### src/hdl/pbo_pkg.sv
// Shared types and constants of the band-limited oscillator.
package pbo_pkg;

  localparam int PHASE_W    = 32;
  localparam int INC_W      = 31;
  localparam int TIME_W     = 32;
  localparam int SAMPLE_W   = 16;
  localparam int SINE_DEPTH = 256;
  localparam int SINE_AW    = $clog2(SINE_DEPTH);
  localparam int DIV_QW     = 30;
  localparam int MUL_W      = 34;
  localparam int V_W        = 40;
  localparam int ACC_W      = 64;
  localparam int CFG_W      = 31;

  localparam logic [30:0] Q30_ONE = 31'h4000_0000;
  localparam logic [30:0] PI_Q30  = 31'd1686629713;

  typedef enum logic {
    ACT_NEXT    = 1'b0,
    ACT_AT_TIME = 1'b1
  } act_t;

  typedef enum logic [1:0] {
    WAVE_SINE   = 2'd0,
    WAVE_SAW    = 2'd1,
    WAVE_SQUARE = 2'd2,
    WAVE_TRI    = 2'd3
  } wave_t;

  typedef enum logic {
    CFG_INC  = 1'b0,
    CFG_WAVE = 1'b1
  } cfg_idx_t;

  typedef struct packed {
    logic              action;
    logic [TIME_W-1:0] time_req;
  } pbo_item_t;

  typedef struct packed {
    logic             start;
    logic [INC_W-1:0] num;
    logic [INC_W-1:0] den;
  } pbo_div_req_t;

endpackage

### src/hdl/pbo_front.sv
// Input side: accepts requests and queues them for the compute engine.
module pbo_front (
  input  logic               clk,
  input  logic               rst_n,
  input  logic               in_valid,
  output logic               in_ready,
  input  logic               in_action,
  input  logic [31:0]        in_time_req,
  output logic               q_valid,
  output pbo_pkg::pbo_item_t q_item,
  input  logic               q_pop
);
  import pbo_pkg::*;

  pbo_item_t  mem_r [2];
  logic       wr_ptr_r, rd_ptr_r;
  logic [1:0] cnt_r;
  logic       push;

  assign in_ready = (cnt_r != 2'd2);
  assign push     = in_valid && in_ready;
  assign q_valid  = (cnt_r != 2'd0);
  assign q_item   = mem_r[rd_ptr_r];

  always_ff @(posedge clk) begin
    if (push) begin
      mem_r[wr_ptr_r] <= '{action: in_action, time_req: in_time_req};
    end
  end

  always_ff @(posedge clk) begin
    if (!rst_n) begin
      wr_ptr_r <= 1'b0;
      rd_ptr_r <= 1'b0;
      cnt_r    <= 2'd0;
    end else begin
      if (push) wr_ptr_r <= ~wr_ptr_r;
      if (q_pop) rd_ptr_r <= ~rd_ptr_r;
      case ({push, q_pop})
        2'b10:   cnt_r <= cnt_r + 2'd1;
        2'b01:   cnt_r <= cnt_r - 2'd1;
        default: cnt_r <= cnt_r;
      endcase
    end
  end

endmodule

### config.mk
export PLATFORM = sky130hd
export DESIGN_NAME = pbo_front
export DESIGN_NICKNAME = d
export VERILOG_FILES = /design/src/hdl/pbo_pkg.sv /design/src/hdl/pbo_front.sv
export SDC_FILE = /design/constraint.sdc
export NUM_CORES = 1
export LEC_CHECK = 0
export BUFFER_PORTS_ARGS = -buffer_cell sky130_fd_sc_hd__buf_2
export CAP_MARGIN = 10
export CELL_PAD_IN_SITES_DETAIL_PLACEMENT = 0
export CELL_PAD_IN_SITES_GLOBAL_PLACEMENT = 1
export CORE_ASPECT_RATIO = 1.25
export CORE_MARGIN = 4
export CORE_UTILIZATION = 46
export CTS_CLUSTER_DIAMETER = 120
export DETAILED_ROUTE_END_ITERATION = 7
export GPL_TIMING_DRIVEN = 0
export PLACE_DENSITY = 0.83
export SLEW_MARGIN = 40
export SYNTH_ARGS = -nofsm -noshare
export SYNTH_HDL_FRONTEND = slang
export SYNTH_SLANG_ARGS = --single-unit
### constraint.sdc
create_clock -name clk -period 3.35 [get_ports clk]
set_input_delay 0.335 -clock clk [delete_from_list [all_inputs] [get_ports clk]]
set_output_delay 0.335 -clock clk [all_outputs]
set_load 0.02 [all_outputs]
After elaboration in Yosys (flattened, before gate mapping)
Memories as Yosys holds them, arrays and structs flattened. A register that Yosys moved wholly into a read port is not among the register bits.
Cells that the tools add are included.

word-level totals
  register bits = 4
  bits in writable memories = 66
  output and inout bits = 35
  memories = 1

memory list
  memory  depth  bits a word  rd ports  clocked after Yosys merged registers in  write ports  RTL line         RTL
  mem_r   2      33           1         1                                        1            pbo_front.sv:15  pbo_item_t mem_r [2];

cells by class
  add/sub/neg operators = 2
  eq/ne operators = 3
  multiplexer cells = 5
  bitwise logic cells = 2
  reduce and logical (&&, ||, !) cells = 3

operators by type and width
  kind                                              count
  two-way mux 1 bit                                 4
  one-hot mux 2 bit (2 select lines)                1
  nonzero test 2 bit                                2
  adder 2 x 1 -> 2 bit, second input constant       1
  == test 2 x 1 -> 1 bit, second input constant     1
  == test 2 bit, second input constant              1
  inequality test 2 bit, second input constant      1
  NOT 1 bit                                         2
  subtractor 2 x 1 -> 2 bit, second input constant  1
  logical AND 1 bit                                 1

Longest topological paths before layout
  depth after elaboration = 4
  depth in mapped cells = 6
  depth with buffers taken out = 6

Worst setup path before layout
OpenSTA, ideal clock, no wires.

  path kind = flip-flop to flip-flop
  from = register cnt_r[0]
  to = memory mem_r[1][0] in the netlist's numbering, enable pin
  setup time = 0.393 ns
  arrival = 1.578 ns
  setup slack = 1.379 ns
  stages on the path, launching flop included = 3
  clock period less this slack = 1.971 ns
  path through = dfxtp_1 -> nand2b_1 -> and3_1

between the ends
  cells in the longest elaborated chain, start to end = 4

RTL lines
  item                                     RTL line         RTL
  start, declared                          pbo_front.sv:17  logic [1:0] cnt_r;
  start signal, assigned                   pbo_front.sv:40  2'b10: cnt_r <= cnt_r + 2'd1;
  start signal, assigned                   pbo_front.sv:41  2'b01: cnt_r <= cnt_r - 2'd1;
  start signal, assigned                   pbo_front.sv:42  default: cnt_r <= cnt_r;
  inequality test 2 bit                    pbo_front.sv:20  assign in_ready = (cnt_r != 2'd2);
  named net in_ready                       pbo_front.sv:6   output logic in_ready,
  logical AND 1 bit                        pbo_front.sv:21  assign push = in_valid && in_ready;
  two-way mux 1 bit                        pbo_front.sv:26  if (push) begin
  two-way mux 1 bit (implied by the code)  pbo_front.sv:27  mem_r[wr_ptr_r] <= '{action: in_action, time_req: in_time_req};
  end, declared                            pbo_front.sv:15

The timed path passes the listed nets, and every way through them passes these cells.

==> metrics.yaml <==
cells_and_area:
  multi_input_area_um2: 497
  syn2layout_area_growth_pct: 24.7
  postLayoutCoreUtil_pct: 59.6
  num-nets-final: 247
  final-seq-area_mm2: 0.00208
  final_layout_size_suffix_gt1_share_pct: 58.7
  antenna_cells: 0
  nFillCells: 426
global_routing:
  first_global_vias: 1542
  grt_max_degree: 34
  grtUsageTotal_pct: 13.9
  grt_pass1_wl_mm: 7.02
  antenna_found_initial: 0
  grt_overflow: 0
placed_design:
  port_buffers: 71
  place_hpwl_mm: 3.22
  gp_congestion: 0.684
floorplanning:
  die_h_um: 92.1
  die_w_um: 75.3
  core_area_mm2: 0.00544
  rows: 30
  start_util_pct: 47.8
  design.die.area_mm2: 0.00693
  io_pins: 72
worst_setup_path:
  cpMostUsedCell: "buf_2"
  r2r_cells: 3
  path_buf_inv: 3
  crit_type: "reg -> out"
  cp.required_ns: 3.01
  crit_chain: "buf_2 -> buf_2 -> mux2_2 -> buf_2"
  cpMaxStageDelayCell: "mux2_2"
  start_kind: "flip-flop"
  r2r_start: "cnt_r[0]"
  cp_max_fo: 10
  worst_r2r_endpoint: "mem_r[0][23]"
  endpoint_kind: "output pin"
  max_stage_delay_ns: 0.37
  crit_arrival_ns: 1.58
  r2r_slack_ns: 1.70
  cpLargestDelayFamily: "buffers and inverters"
clock_tree:
  cts_tree: "done"
  cts_setup_buffers: 0
  cts_resized: 0
  root_buffer: "clkbuf_8"
  h-tree-depth: 3
  cts-hold-fix-buffers: 0
  clk_path_buf_depth: 2
  path_clk_slew_ns: 0.07
  insertion_delay_ns: 0.32
  numCtsBuffers: 9
  clock-sinks: 71
sta:
  timing.fmax_ghz: 0.522
  period_minus_slack_ns: 1.91
  setup_viol: 0
  slew_viol_final: 0
  tightest_slew_ns: 0.724
  final_hold_viol_count: 0
  rsz0062_at_grt: "false"
  skew_ns: 0.00546
  tns_ns: 0
  max_slew_margin_pct: 51.7
  post-route-period-util_pct: 57.1
min_path:
  hold-path-cell-count: 1
  hp-class: "in -> reg"
  holdPathEnd: "mem_r[1][17]"
  hp-start: "in_time_req[17]"
power:
  p_leak_nw: 1.24
  p_per_area_mw_per_mm2: 626
  ir_drop_mv: 0.382
  p_total_mw: 2.03
yosys:
  yosysUniqueCellTypes: 19
  synthCells: 126
  synth_area_mm2: 0.00260
  yosys_register_bits: 71
  avgSynthCellArea_um2: 20.6
  yosysWarnings: 0
  synth.net_count: 164
  yosysSeqAreaShare_pct: 80.0
route:
  first_pass_iters: 4
  ant_nets: 0
  drt_iter0_drc: 54
  wl_per_cell_um: 16.3
  vias_per_cell: 4.87
  vias: 1350
  drc: 0
  wl_mm: 4.53
status:
  outcome: "finished, final reports clean"
job:
  maxCapViolations: 0
[cells in the mapped netlist (all sizes together)]
library cell | count | area share (%)
inv | 1 | 0.14
xor2 | 1 | 0.34
nand2 | 1 | 0.14
o21ai | 1 | 0.19
dfxtp | 5 | 3.8
nand2b | 1 | 0.24
a21boi | 2 | 0.58
mux2 | 33 | 14
buf | 4 | 0.77
edfxtp | 66 | 76
or3 | 1 | 0.24
and3 | 1 | 0.24
ha | 1 | 0.48
and2 | 3 | 0.72
xnor2 | 2 | 0.67
or2 | 1 | 0.24
a21bo | 1 | 0.38
nand3b | 1 | 0.29
[worst reg2reg max path, cell delays in order, from the launching register on]
cell and delay [ns]:
dfxtp_1 0.40, nand2b_1 0.21, nand3b_1 0.12, inv_2 0.55
[worst max-delay path by stage]
stage              endpoint  depth (start not counted)  slack [ns]      start
2_1_floorplan   mem_r[1][0]                          2        1.38   cnt_r[0]
3_3_place_gp   mem_r[1][13]                          2        1.18   cnt_r[0]
3_5_place_dp   mem_r[0][13]                          3        1.68   cnt_r[0]
4_1_cts          q_item[15]                          4        1.40  flip-flop
5_1_grt          q_item[16]                          4        1.34  flip-flop
6_report         q_item[12]                          4        1.44  flip-flop
[power by group]
| part | internal (mW) | total (mW) | leakage (nW) | switching, mW |
|---|---|---|---|---|
| clock network | 0.333 | 0.612 | 0.0872 | 0.278 |
| logic | 0.136 | 0.335 | 0.490 | 0.199 |
| registers | 1.06 | 1.09 | 0.658 | 0.0215 |
| total | 1.53 | 2.03 | 1.24 | 0.498 |
[routing by layer]
layer	routed length, um	GRT usage, %	up-vias
li1	-	-	650
met1	1680	15.3	651
met2	2550	24.1	41
met3	203	2.41	8
met4	95	8.75	0
met5	0	0	-
[state kept, by name (all words and copies together), names as in the netlist, named ones only]
name,flops
cnt_r,2
mem_r,66
rd_ptr_r,1
wr_ptr_r,1
[cell usage in the layout, fill, tap and decap left out]
cell type,count
a21bo_2,1
clkbuf_1,1
and3_2,1
nand2_1,1
nand2b_1,1
inv_2,1
and2_1,3
a21boi_0,1
nand3b_1,1
or2_2,1
buf_16,1
clkbuf_8,9
edfxtp_1,66
clkinvlp_4,1
o21ai_0,1
ha_1,1
xnor2_1,2
xor2_1,1
mux2_2,33
dfxtp_1,5
or3_1,1
a21boi_1,1
clkinv_2,1
buf_2,75
clkinv_1,2
bufinv_16,1
[per-stage QoR]
step | std cells | setup WS [ns] | hold slack (ns) | instance area, um^2
final | 277 | 1.44 | 0.196 | 3240
after global routing | 277 | 1.34 | 0.182 | 3240
after CTS | 277 | 1.40 | 0.178 | 3240
after detailed placement | 262 | 1.68 | 0.525 | 3070
after global placement | 261 | 1.18 | 0.476 | 3040
after floorplan | 126 | 1.38 | 0.434 | 2600
[cell type report]
type                       instances  share of cell area (%)
sequential                        71                    64.2
multi-input combinational         50                    15.3
timing repair buffer              72                    11.8
clock buffer                      10                    3.94
tap                               64                    2.47
clock inverter                     5                    1.54
buffer                             4                   0.617
inverter                           1                   0.116
[kinds of logic after synthesis]
kind of cell / Yosys count / share of synthesized area [%]
buffers and inverters: 5 / 0.914
and+or+nand+nor: 9 / 2.12
xor gates and xnor gates: 3 / 1.01
AOI/OAI and AO/OA: 4 / 1.15
adders and majority gates: 1 / 0.481
muxes: 33 / 14.3
DFF: 71 / 80.0
Note: power is estimated with default switching activity, not from simulation.
